==> src/assert_macros.svh <==
// Assertion macros shared by the frame receiver modules
`ifndef ASSERT_MACROS_SVH
`define ASSERT_MACROS_SVH

// Check a property at every rising edge of clk, off while rst is high
`define ASSERT_CLK(lbl, prop, msg) \
  lbl: assert property (@(posedge clk) disable iff (rst) prop) else $error(msg);

// Check that a condition implies another in the next cycle
`define ASSERT_NEXT(lbl, ante, cons, msg) \
  lbl: assert property (@(posedge clk) disable iff (rst) (ante) |=> (cons)) else $error(msg);

`endif

==> src/brx_pkg.sv <==
`timescale 1ns / 1ps
// Shared types and constants of the binary frame receiver
package brx_pkg;

  // Frame format
  localparam logic [7:0] HDR_BYTE0   = 8'hA5;
  localparam logic [7:0] HDR_BYTE1   = 8'h5A;
  localparam logic [7:0] HDR_BYTE2   = 8'h80;
  localparam logic [7:0] FOOTER_BYTE = 8'h04;
  localparam int unsigned LEN_MAX    = 80;

  // Defaults for the top-level parameters
  localparam int unsigned STORE_DEPTH_DEF = 48;
  localparam int unsigned QUEUE_DEPTH_DEF = 2;

  // Width of run lengths, payload positions and frame lengths
  localparam int unsigned CNT_W = 7;

  // Configuration port
  localparam int unsigned APB_ADDR_W    = 3;
  localparam int unsigned APB_DATA_W    = 32;
  localparam logic [APB_ADDR_W-3:0] REG_COPY_LIMIT = 1'b0;
  localparam logic [7:0] COPY_LIMIT_RST = 8'hFF;

  // Deframer states
  typedef enum logic [2:0] {
    ST_HDR0,
    ST_HDR1,
    ST_HDR2,
    ST_LEN,
    ST_PAY,
    ST_CSUM,
    ST_FOOT
  } front_state_t;

  // Run descriptor handed from front to back
  typedef struct packed {
    logic             valid;
    logic [CNT_W-1:0] count;
  } run_push_t;

  // Queue status
  typedef struct packed {
    logic empty;
    logic full;
  } queue_stat_t;

endpackage

==> src/brx_ram.sv <==
`timescale 1ns / 1ps
// Generic single-write, single-read RAM with registered read data
module brx_ram #(
  parameter int unsigned WIDTH = 8,
  parameter int unsigned DEPTH = brx_pkg::STORE_DEPTH_DEF
) (
  input  logic                                   clk,
  input  logic                                   we,
  input  logic [((DEPTH > 1) ? $clog2(DEPTH) : 1)-1:0] waddr,
  input  logic [WIDTH-1:0]                       wdata,
  input  logic                                   re,
  input  logic [((DEPTH > 1) ? $clog2(DEPTH) : 1)-1:0] raddr,
  output logic [WIDTH-1:0]                       rdata
);

  logic [WIDTH-1:0] mem [DEPTH];

  // Write port
  always_ff @(posedge clk) begin
    if (we) begin
      mem[waddr] <= wdata;
    end
  end

  // Registered read, held while re is low
  always_ff @(posedge clk) begin
    if (re) begin
      rdata <= mem[raddr];
    end
  end

endmodule

==> src/brx_front.sv <==
`timescale 1ns / 1ps
// Deframer: header search, length, payload store, checksum and footer check
`include "assert_macros.svh"
module brx_front #(
  parameter int unsigned STORE_DEPTH = brx_pkg::STORE_DEPTH_DEF,
  localparam int unsigned AW = (STORE_DEPTH > 1) ? $clog2(STORE_DEPTH) : 1
) (
  input  logic                 clk,
  input  logic                 rst,
  input  logic                 in_valid,
  output logic                 in_ready,
  input  logic [7:0]           rx_byte,
  input  logic                 overrun,
  input  logic [7:0]           copy_limit,
  input  logic                 back_busy,
  input  brx_pkg::queue_stat_t q_stat,
  output logic                 wr_en,
  output logic [AW-1:0]        wr_addr,
  output logic [7:0]           wr_data,
  output brx_pkg::run_push_t   push
);

  brx_pkg::front_state_t state, state_next;
  logic [brx_pkg::CNT_W-1:0] frame_length;
  logic [brx_pkg::CNT_W-1:0] pay_idx;
  logic [brx_pkg::CNT_W-1:0] pay_idx_inc;
  logic [7:0]                checksum;
  logic                      take;
  logic                      len_ok;
  logic [7:0]                run_len;
  logic [7:0]                run_clamp;

  assign take        = in_valid && in_ready && !overrun;
  assign pay_idx_inc = pay_idx + brx_pkg::CNT_W'(1);
  assign len_ok      = (rx_byte != 8'h00) && (rx_byte <= 8'(brx_pkg::LEN_MAX));

  // Clamp the run to the copy limit and the store depth
  always_comb begin
    run_len   = (8'(frame_length) < copy_limit) ? 8'(frame_length) : copy_limit;
    run_clamp = (run_len < 8'(STORE_DEPTH)) ? run_len : 8'(STORE_DEPTH);
  end

  // Next state
  always_comb begin
    state_next = state;
    if (take) begin
      case (state)
        brx_pkg::ST_HDR0:
          state_next = (rx_byte == brx_pkg::HDR_BYTE0) ? brx_pkg::ST_HDR1 : brx_pkg::ST_HDR0;
        brx_pkg::ST_HDR1:
          state_next = (rx_byte == brx_pkg::HDR_BYTE1) ? brx_pkg::ST_HDR2 : brx_pkg::ST_HDR0;
        brx_pkg::ST_HDR2:
          state_next = (rx_byte == brx_pkg::HDR_BYTE2) ? brx_pkg::ST_LEN : brx_pkg::ST_HDR0;
        brx_pkg::ST_LEN:
          state_next = len_ok ? brx_pkg::ST_PAY : brx_pkg::ST_HDR0;
        brx_pkg::ST_PAY:
          state_next = (pay_idx_inc >= frame_length) ? brx_pkg::ST_CSUM : brx_pkg::ST_PAY;
        brx_pkg::ST_CSUM:
          state_next = (rx_byte == checksum) ? brx_pkg::ST_FOOT : brx_pkg::ST_HDR0;
        brx_pkg::ST_FOOT:
          state_next = brx_pkg::ST_HDR0;
        default:
          state_next = brx_pkg::ST_HDR0;
      endcase
    end
  end

  // Outputs: stall payload while the store drains and footer while the queue is full, write store, push run
  always_comb begin
    in_ready   = 1'b1;
    wr_en      = 1'b0;
    push.valid = 1'b0;
    push.count = brx_pkg::CNT_W'(run_clamp);
    case (state)
      brx_pkg::ST_PAY: begin
        in_ready = !back_busy;
        wr_en    = take && (pay_idx < brx_pkg::CNT_W'(STORE_DEPTH));
      end
      brx_pkg::ST_FOOT: begin
        in_ready   = !q_stat.full;
        push.valid = take && (rx_byte == brx_pkg::FOOTER_BYTE);
      end
      default: begin
        in_ready = 1'b1;
      end
    endcase
  end

  assign wr_addr = pay_idx[AW-1:0];
  assign wr_data = rx_byte;

  // State register
  always_ff @(posedge clk) begin
    if (rst) begin
      state <= brx_pkg::ST_HDR0;
    end else begin
      state <= state_next;
    end
  end

  // Length, position and checksum
  always_ff @(posedge clk) begin
    if (rst) begin
      frame_length <= '0;
      pay_idx      <= '0;
      checksum     <= '0;
    end else if (take) begin
      if (state == brx_pkg::ST_LEN && len_ok) begin
        frame_length <= rx_byte[brx_pkg::CNT_W-1:0];
        pay_idx      <= '0;
        checksum     <= '0;
      end else if (state == brx_pkg::ST_PAY) begin
        pay_idx  <= pay_idx_inc;
        checksum <= checksum ^ rx_byte;
      end
    end
  end

  `ASSERT_CLK(a_no_write_busy, wr_en |-> !back_busy, "store written while run drains")
  `ASSERT_CLK(a_idx_in_frame, (state == brx_pkg::ST_PAY) |-> (pay_idx < frame_length),
              "payload position past frame length")
  `ASSERT_NEXT(a_push_to_hdr, push.valid, state == brx_pkg::ST_HDR0,
               "deframer not back in header search after a run")

endmodule

==> src/brx_queue.sv <==
`timescale 1ns / 1ps
// Short queue of run descriptors between deframer and run emitter
`include "assert_macros.svh"
module brx_queue #(
  parameter int unsigned DEPTH = brx_pkg::QUEUE_DEPTH_DEF,
  localparam int unsigned PW = (DEPTH > 1) ? $clog2(DEPTH) : 1,
  localparam int unsigned CW = $clog2(DEPTH + 1)
) (
  input  logic                             clk,
  input  logic                             rst,
  input  brx_pkg::run_push_t               push,
  input  logic                             pop,
  output logic [brx_pkg::CNT_W-1:0]        head,
  output brx_pkg::queue_stat_t             stat
);

  logic [brx_pkg::CNT_W-1:0] entries [DEPTH];
  logic [PW-1:0]             wr_ptr;
  logic [PW-1:0]             rd_ptr;
  logic [CW-1:0]             count;
  logic                      do_push;
  logic                      do_pop;

  assign stat.empty = (count == '0);
  assign stat.full  = (count == CW'(DEPTH));
  assign do_push    = push.valid && !stat.full;
  assign do_pop     = pop && !stat.empty;
  assign head       = entries[rd_ptr];

  // Store pushed descriptor
  always_ff @(posedge clk) begin
    if (do_push) begin
      entries[wr_ptr] <= push.count;
    end
  end

  // Advance pointers and count
  always_ff @(posedge clk) begin
    if (rst) begin
      wr_ptr <= '0;
      rd_ptr <= '0;
      count  <= '0;
    end else begin
      if (do_push) begin
        wr_ptr <= (wr_ptr == PW'(DEPTH - 1)) ? '0 : wr_ptr + PW'(1);
      end
      if (do_pop) begin
        rd_ptr <= (rd_ptr == PW'(DEPTH - 1)) ? '0 : rd_ptr + PW'(1);
      end
      if (do_push && !do_pop) begin
        count <= count + CW'(1);
      end else if (do_pop && !do_push) begin
        count <= count - CW'(1);
      end
    end
  end

  `ASSERT_CLK(a_count_range, count <= CW'(DEPTH), "queue count out of range")
  `ASSERT_CLK(a_no_overflow, push.valid |-> !stat.full, "descriptor pushed into full queue")

endmodule

==> src/brx_back.sv <==
`timescale 1ns / 1ps
// Run emitter: reads the stored payload and drives the output words
`include "assert_macros.svh"
module brx_back #(
  parameter int unsigned STORE_DEPTH = brx_pkg::STORE_DEPTH_DEF,
  localparam int unsigned AW = (STORE_DEPTH > 1) ? $clog2(STORE_DEPTH) : 1
) (
  input  logic                      clk,
  input  logic                      rst,
  input  brx_pkg::queue_stat_t      q_stat,
  input  logic [brx_pkg::CNT_W-1:0] q_head,
  output logic                      pop,
  output logic                      busy,
  output logic                      rd_en,
  output logic [AW-1:0]             rd_addr,
  input  logic [7:0]                rd_data,
  output logic                      out_valid,
  input  logic                      out_ready,
  output logic [7:0]                payload_byte,
  output logic [5:0]                byte_index,
  output logic [5:0]                copy_count,
  output logic                      has_data,
  output logic                      last
);

  logic                      active;
  logic [brx_pkg::CNT_W-1:0] k;
  logic [brx_pkg::CNT_W-1:0] k_inc;
  logic [brx_pkg::CNT_W-1:0] n;
  logic                      advance;

  assign advance      = !out_valid || out_ready;
  assign k_inc        = k + brx_pkg::CNT_W'(1);
  assign pop          = advance && !active && !q_stat.empty;
  assign rd_en        = advance && active;
  assign rd_addr      = k[AW-1:0];
  assign busy         = active || !q_stat.empty;
  assign payload_byte = has_data ? rd_data : 8'h00;

  // Step through the run, one word per free output slot
  always_ff @(posedge clk) begin
    if (rst) begin
      active    <= 1'b0;
      out_valid <= 1'b0;
      k         <= '0;
      n         <= '0;
    end else if (advance) begin
      if (active) begin
        out_valid <= 1'b1;
        k         <= k_inc;
        active    <= (k_inc != n);
      end else if (!q_stat.empty) begin
        n         <= q_head;
        k         <= '0;
        active    <= (q_head != '0);
        out_valid <= (q_head == '0);
      end else begin
        out_valid <= 1'b0;
      end
    end
  end

  // Output word fields
  always_ff @(posedge clk) begin
    if (advance) begin
      if (active) begin
        byte_index <= k[5:0];
        copy_count <= n[5:0];
        has_data   <= 1'b1;
        last       <= (k_inc == n);
      end else begin
        byte_index <= '0;
        copy_count <= '0;
        has_data   <= 1'b0;
        last       <= 1'b1;
      end
    end
  end

  `ASSERT_CLK(a_marker_shape, (out_valid && !has_data) |-> (last && byte_index == 6'd0
              && copy_count == 6'd0), "empty-run marker malformed")
  `ASSERT_CLK(a_last_position, (out_valid && has_data && last) |->
              (6'(byte_index + 6'd1) == copy_count), "last word not at end of run")
  `ASSERT_CLK(a_read_in_store, rd_en |-> (k < brx_pkg::CNT_W'(STORE_DEPTH)),
              "store read beyond depth")

endmodule

==> src/binary_frame_receiver.sv <==
`timescale 1ns / 1ps
// Top level of the binary frame receiver: config register, deframer, queue, emitter
//
//   channel  | role      | signals                             | word
//   ---------+-----------+-------------------------------------+------------------------------
//   s_*      | bytes in  | s_tvalid s_tready s_tdata s_tuser   | rx byte, overrun flag
//   m_*      | runs out  | m_tvalid m_tready m_tdata m_tuser   | payload byte, index, count,
//            |           | m_tlast                             | has-data flag, end of run
//   apb      | config    | psel penable pwrite paddr pwdata    | copy_limit at address 0
//            |           | prdata pready                       |
//
// Payload words stall while a previous run still drains from the payload store, since the
// single store RAM serves both sides. A run's descriptor is pushed into the queue with its
// footer word and popped into the emitter, whose registered output then gives one word per
// cycle while m_tready is high.
// Reset clears control state and sets copy_limit to 255; the store RAM is not cleared.
module binary_frame_receiver #(
  parameter int unsigned STORE_DEPTH = brx_pkg::STORE_DEPTH_DEF,
  parameter int unsigned QUEUE_DEPTH = brx_pkg::QUEUE_DEPTH_DEF,
  localparam int unsigned AW = (STORE_DEPTH > 1) ? $clog2(STORE_DEPTH) : 1
) (
  input  logic                            clk,
  input  logic                            rst,
  input  logic                            s_tvalid,
  output logic                            s_tready,
  input  logic [7:0]                      s_tdata,   // [7:0] rx_byte
  input  logic                            s_tuser,   // [0] overrun
  output logic                            m_tvalid,
  input  logic                            m_tready,
  output logic [23:0]                     m_tdata,   // [7:0] payload_byte, [13:8] byte_index,
                                                     // [19:14] copy_count, [23:20] zero
  output logic                            m_tuser,   // [0] has_data
  output logic                            m_tlast,
  input  logic                            psel,
  input  logic                            penable,
  input  logic                            pwrite,
  input  logic [brx_pkg::APB_ADDR_W-1:0]  paddr,
  input  logic [brx_pkg::APB_DATA_W-1:0]  pwdata,
  output logic [brx_pkg::APB_DATA_W-1:0]  prdata,
  output logic                            pready
);

  logic [7:0]                copy_limit;
  logic                      reg_hit;
  brx_pkg::run_push_t        push;
  brx_pkg::queue_stat_t      q_stat;
  logic [brx_pkg::CNT_W-1:0] q_head;
  logic                      pop;
  logic                      back_busy;
  logic                      wr_en;
  logic [AW-1:0]             wr_addr;
  logic [7:0]                wr_data;
  logic                      rd_en;
  logic [AW-1:0]             rd_addr;
  logic [7:0]                rd_data;
  logic [7:0]                payload_byte;
  logic [5:0]                byte_index;
  logic [5:0]                copy_count;

  // Configuration register
  assign pready  = 1'b1;
  assign reg_hit = (paddr[brx_pkg::APB_ADDR_W-1:2] == brx_pkg::REG_COPY_LIMIT);
  assign prdata  = reg_hit ? {{(brx_pkg::APB_DATA_W - 8){1'b0}}, copy_limit} : '0;

  always_ff @(posedge clk) begin
    if (rst) begin
      copy_limit <= brx_pkg::COPY_LIMIT_RST;
    end else if (psel && penable && pwrite && pready && reg_hit) begin
      copy_limit <= pwdata[7:0];
    end
  end

  brx_front #(
    .STORE_DEPTH (STORE_DEPTH)
  ) u_front (
    .clk        (clk),
    .rst        (rst),
    .in_valid   (s_tvalid),
    .in_ready   (s_tready),
    .rx_byte    (s_tdata),
    .overrun    (s_tuser),
    .copy_limit (copy_limit),
    .back_busy  (back_busy),
    .q_stat     (q_stat),
    .wr_en      (wr_en),
    .wr_addr    (wr_addr),
    .wr_data    (wr_data),
    .push       (push)
  );

  brx_queue #(
    .DEPTH (QUEUE_DEPTH)
  ) u_queue (
    .clk  (clk),
    .rst  (rst),
    .push (push),
    .pop  (pop),
    .head (q_head),
    .stat (q_stat)
  );

  brx_ram #(
    .WIDTH (8),
    .DEPTH (STORE_DEPTH)
  ) u_store (
    .clk   (clk),
    .we    (wr_en),
    .waddr (wr_addr),
    .wdata (wr_data),
    .re    (rd_en),
    .raddr (rd_addr),
    .rdata (rd_data)
  );

  brx_back #(
    .STORE_DEPTH (STORE_DEPTH)
  ) u_back (
    .clk          (clk),
    .rst          (rst),
    .q_stat       (q_stat),
    .q_head       (q_head),
    .pop          (pop),
    .busy         (back_busy),
    .rd_en        (rd_en),
    .rd_addr      (rd_addr),
    .rd_data      (rd_data),
    .out_valid    (m_tvalid),
    .out_ready    (m_tready),
    .payload_byte (payload_byte),
    .byte_index   (byte_index),
    .copy_count   (copy_count),
    .has_data     (m_tuser),
    .last         (m_tlast)
  );

  // Pack the output word
  assign m_tdata = {4'b0000, copy_count, byte_index, payload_byte};

endmodule
==> config.mk <==
export PLATFORM = sky130hd
export DESIGN_NAME = binary_frame_receiver
export DESIGN_NICKNAME = d
export VERILOG_FILES = /design/src/brx_pkg.sv /design/src/brx_ram.sv /design/src/brx_front.sv /design/src/brx_queue.sv /design/src/brx_back.sv /design/src/binary_frame_receiver.sv
export VERILOG_INCLUDE_DIRS = /design/src /design/src/src
export SDC_FILE = /design/constraint.sdc
export NUM_CORES = 1
export LEC_CHECK = 0
export ABC_AREA = 1
export BUFFER_PORTS_ARGS = -buffer_cell sky130_fd_sc_hd__buf_2
export CORE_ASPECT_RATIO = 0.8
export CORE_MARGIN = 4
export CORE_UTILIZATION = 30
export DETAILED_ROUTE_END_ITERATION = 8
export PLACE_DENSITY_LB_ADDON = 0.15
export SKIP_LAST_GASP = 1
export SYNTH_ARGS = -nofsm -noshare
export SYNTH_HDL_FRONTEND = slang
export SYNTH_HIERARCHICAL = 1
export SYNTH_SLANG_ARGS = --single-unit
==> constraint.sdc <==
create_clock -name clk -period 6.35 [get_ports clk]
set_input_delay 0.3175 -clock clk [delete_from_list [all_inputs] [get_ports clk]]
set_output_delay 0.3175 -clock clk [all_outputs]
set_load 0.01 [all_outputs]
==> results.cfg <==
[logic_synthesis]
yosys-top-cells-area = edfxtp_1, nand2_1, nand3_1
synth_top_area_share = 0.603
syn_avg_cell_area_um2 = 10.6
synthCells = 1973
yosys_warnings = 6
yosysTopAreaCell = edfxtp_1
yosysUniqueCellTypes = 44
ys_seq_area_frac = 0.655
synth_area_um2 = 20900
ys_ff_latch = 474

[layout]
layout-drive-gt1-share = 0.103
fin_area_um2 = 23300
syn_to_final_growth_pct = 11.4
fillers = 6929
final_cell_mix = nand2_1, edfxtp_1, nand3_1
nets = 2056
seq_area_um2 = 13700
mostFrequentLayoutCell = nand2_1
multi_input_area_um2 = 5950
antenna_cells = 0

[timing]
hold_viol_final = 0
clock.fmax_mhz = 250
holdWs_ps = 141
fin_skew_ps = 17.6
setup_viol = 0
drv_slew = 0
layout_min_cycle_time_ps = 4000
tns_ps = 0
fin_ws_ps = 2350
min_period_over_period = 0.630
rsz0062_at_grt = no
slew_headroom = 0.298
tightest_slew_ps = 1040

[clocking]
insertion_delay_ps = 590
clockBufferDepth = 3
clkTransAtPathRegs_ps = 60
cts_tree = built
htree_levels = 2
cts_sinks = 474
cts_buffers = 49
root_buffer = clkbuf_16

[status]
status = completed

[power]
vdd_drop_max_uv = 159
leakage_nw = 8.53
p_per_area_nw_per_um2 = 268
design_power_total_mw = 6.25

[min_path]
hold-path-endpoint = u_back/out_valid
min-delay-start = m_tready
hold_depth = 4
hold_class = in -> reg

[global_routing]
grt_overflow_total = 0
gr-usage-all-layers = 0.147
grt_max_degree = 193
grt_pass1_vias = 13457
grt_pass1_wl_um = 83500
busiest_layer = met1
met2_usage = 0.219
use_met1 = 0.223
antenna_found_initial = 0
gr-usage-met3 = 0.0226

[worst_setup_path]
r2r_end = u_store/mem[40][3]
rr_worst_depth = 9
worstSetupPathType = reg -> reg
r2r_start = u_back/active
required_ps = 6560
crit_arrival_ps = 4210
crit_fanout = 22
endpoint_kind = register
start_kind = register
r2r_slack_ps = 2350

[floorplan]
die_x_um = 303
ioPinCount = 112
core_um2 = 69000
rows = 86
design.die.area_um2 = 74000
dieHeight_um = 244
start_util = 0.303

[route]
ant_nets = 0
firstDrtPassIters = 5
routedWlPerCell_um = 18.6
vias_per_cell = 4.72
drc_errors = 0
vias = 13927
drtIter0Drc = 1041
wl_um = 54900

[placement]
postPlaceCellArea_um2 = 21700
dpl.hpwl_um = 32300
pre_cts_slack_ps = 2340
portBuffers = 56
gp_congestion = 0.774

[job]
max_cap_viol_count = 0
==> layout make-up <==
type,instances,share of cell area
Clock buffer,61,0.0559
Clock inverter,28,0.00886
Inverter,127,0.0206
Multi-Input combinational cell,1256,0.256
Sequential cell,474,0.588
Tap cell,924,0.0496
Timing Repair Buffer,81,0.0215
==> repair_timing <==
action                                 in CTS  in global routing
resized for setup                           0                  0
endpoints found under the hold margin       8                  0
setup endpoints to repair                   0                  0
setup buffers                               0                  0
hold buffers                                8                  0
==> worst max path at each step <==
stage / endpoint / slack [ps] / from
2_1_floorplan: u_store/mem[32][0] / 3710 / u_queue/count[0]
3_3_place_gp: u_store/mem[40][2] / 2430 / u_back/active
3_5_place_dp: u_store/mem[40][2] / 2340 / u_back/active
4_1_cts: u_store/mem[40][1] / 2350 / u_back/active
5_1_grt: u_store/mem[36][4] / 2090 / u_back/active
6_report: u_store/mem[40][3] / 2350 / u_back/active
==> cell families (layout without fill, tap and decap cells) <==
kind of cell / count (synthesis) / in the layout / share of synthesized area
DFF: 474 / 474 / 0.655
other: 3 / 30 / 0.000539
xor gates and xnor gates: 15 / 15 / 0.00628
buffers and inverters: 270 / 297 / 0.0655
AOI/OAI and AO/OA: 164 / 164 / 0.0470
and+or+nand+nor: 1024 / 1024 / 0.212
adders and majority gates: 16 / 16 / 0.00957
muxes: 7 / 7 / 0.00377
==> registers in the layout (all words and copies together), names as in the netlist, named ones only <==
register              flops
u_back/has_data           1
u_back/out_valid          1
u_back/active             1
u_queue/wr_ptr            1
copy_limit                8
u_back/last               1
u_queue/rd_ptr            1
u_front/checksum          8
u_queue/count             2
u_front/frame_length      7
u_back/k                  7
u_back/copy_count         6
u_front/state             3
u_store/rdata             8
u_back/n                  7
u_store/mem             384
u_front/pay_idx           7
u_back/byte_index         6
u_queue/entries          14
==> routing by layer <==
| metal | wire length (µm) | part of all wire | up-vias |
|---|---|---|---|
| li1 | - | - | 6732 |
| met1 | 27400 | 0.50 | 6808 |
| met2 | 23600 | 0.43 | 315 |
| met3 | 2890 | 0.053 | 72 |
| met4 | 1060 | 0.019 | 0 |
| met5 | 0 | 0 | - |
==> report_power, final <==
group          switching, mW  total [mW]  internal, mW
clock                   1.20        2.74          1.54
sequential           0.00296        3.39          3.39
combinational         0.0950       0.119        0.0240
total                   1.30        6.25          4.95
==> cells in the mapped netlist (all sizes together) <==
cell	n
nor4	3
and2	1
conb	3
xnor2	9
nand3b	3
xor2	6
o21ai	85
ha	16
inv	127
o211ai	32
nand3	286
o22ai	1
clkbuf	25
nand4	21
nor2	197
buf	118
a21oi	44
dfxtp	54
mux2	7
nor3b	1
and3	1
edfxtp	420
a31oi	1
nand2	499
nor3	12
a21o	1
==> critical path, cell delays in order, from the launching register on <==
cell     delay (ps)
dfxtp_1         460
inv_1           180
nand2_1         120
inv_1           120
o22ai_4         100
nor2_8          330
inv_2           120
nor4_2          800
nand2_1         550
nor2_1          840
==> stage by stage <==
step / utilization / cells
floorplan: - / 2000
global placement: 0.315 / 2854
global route: 0.338 / 2951
detailed placement: 0.315 / 2854
finish: 0.338 / 2951
CTS: 0.338 / 2951
No activity file was read; power rests on OpenSTA's default activity.
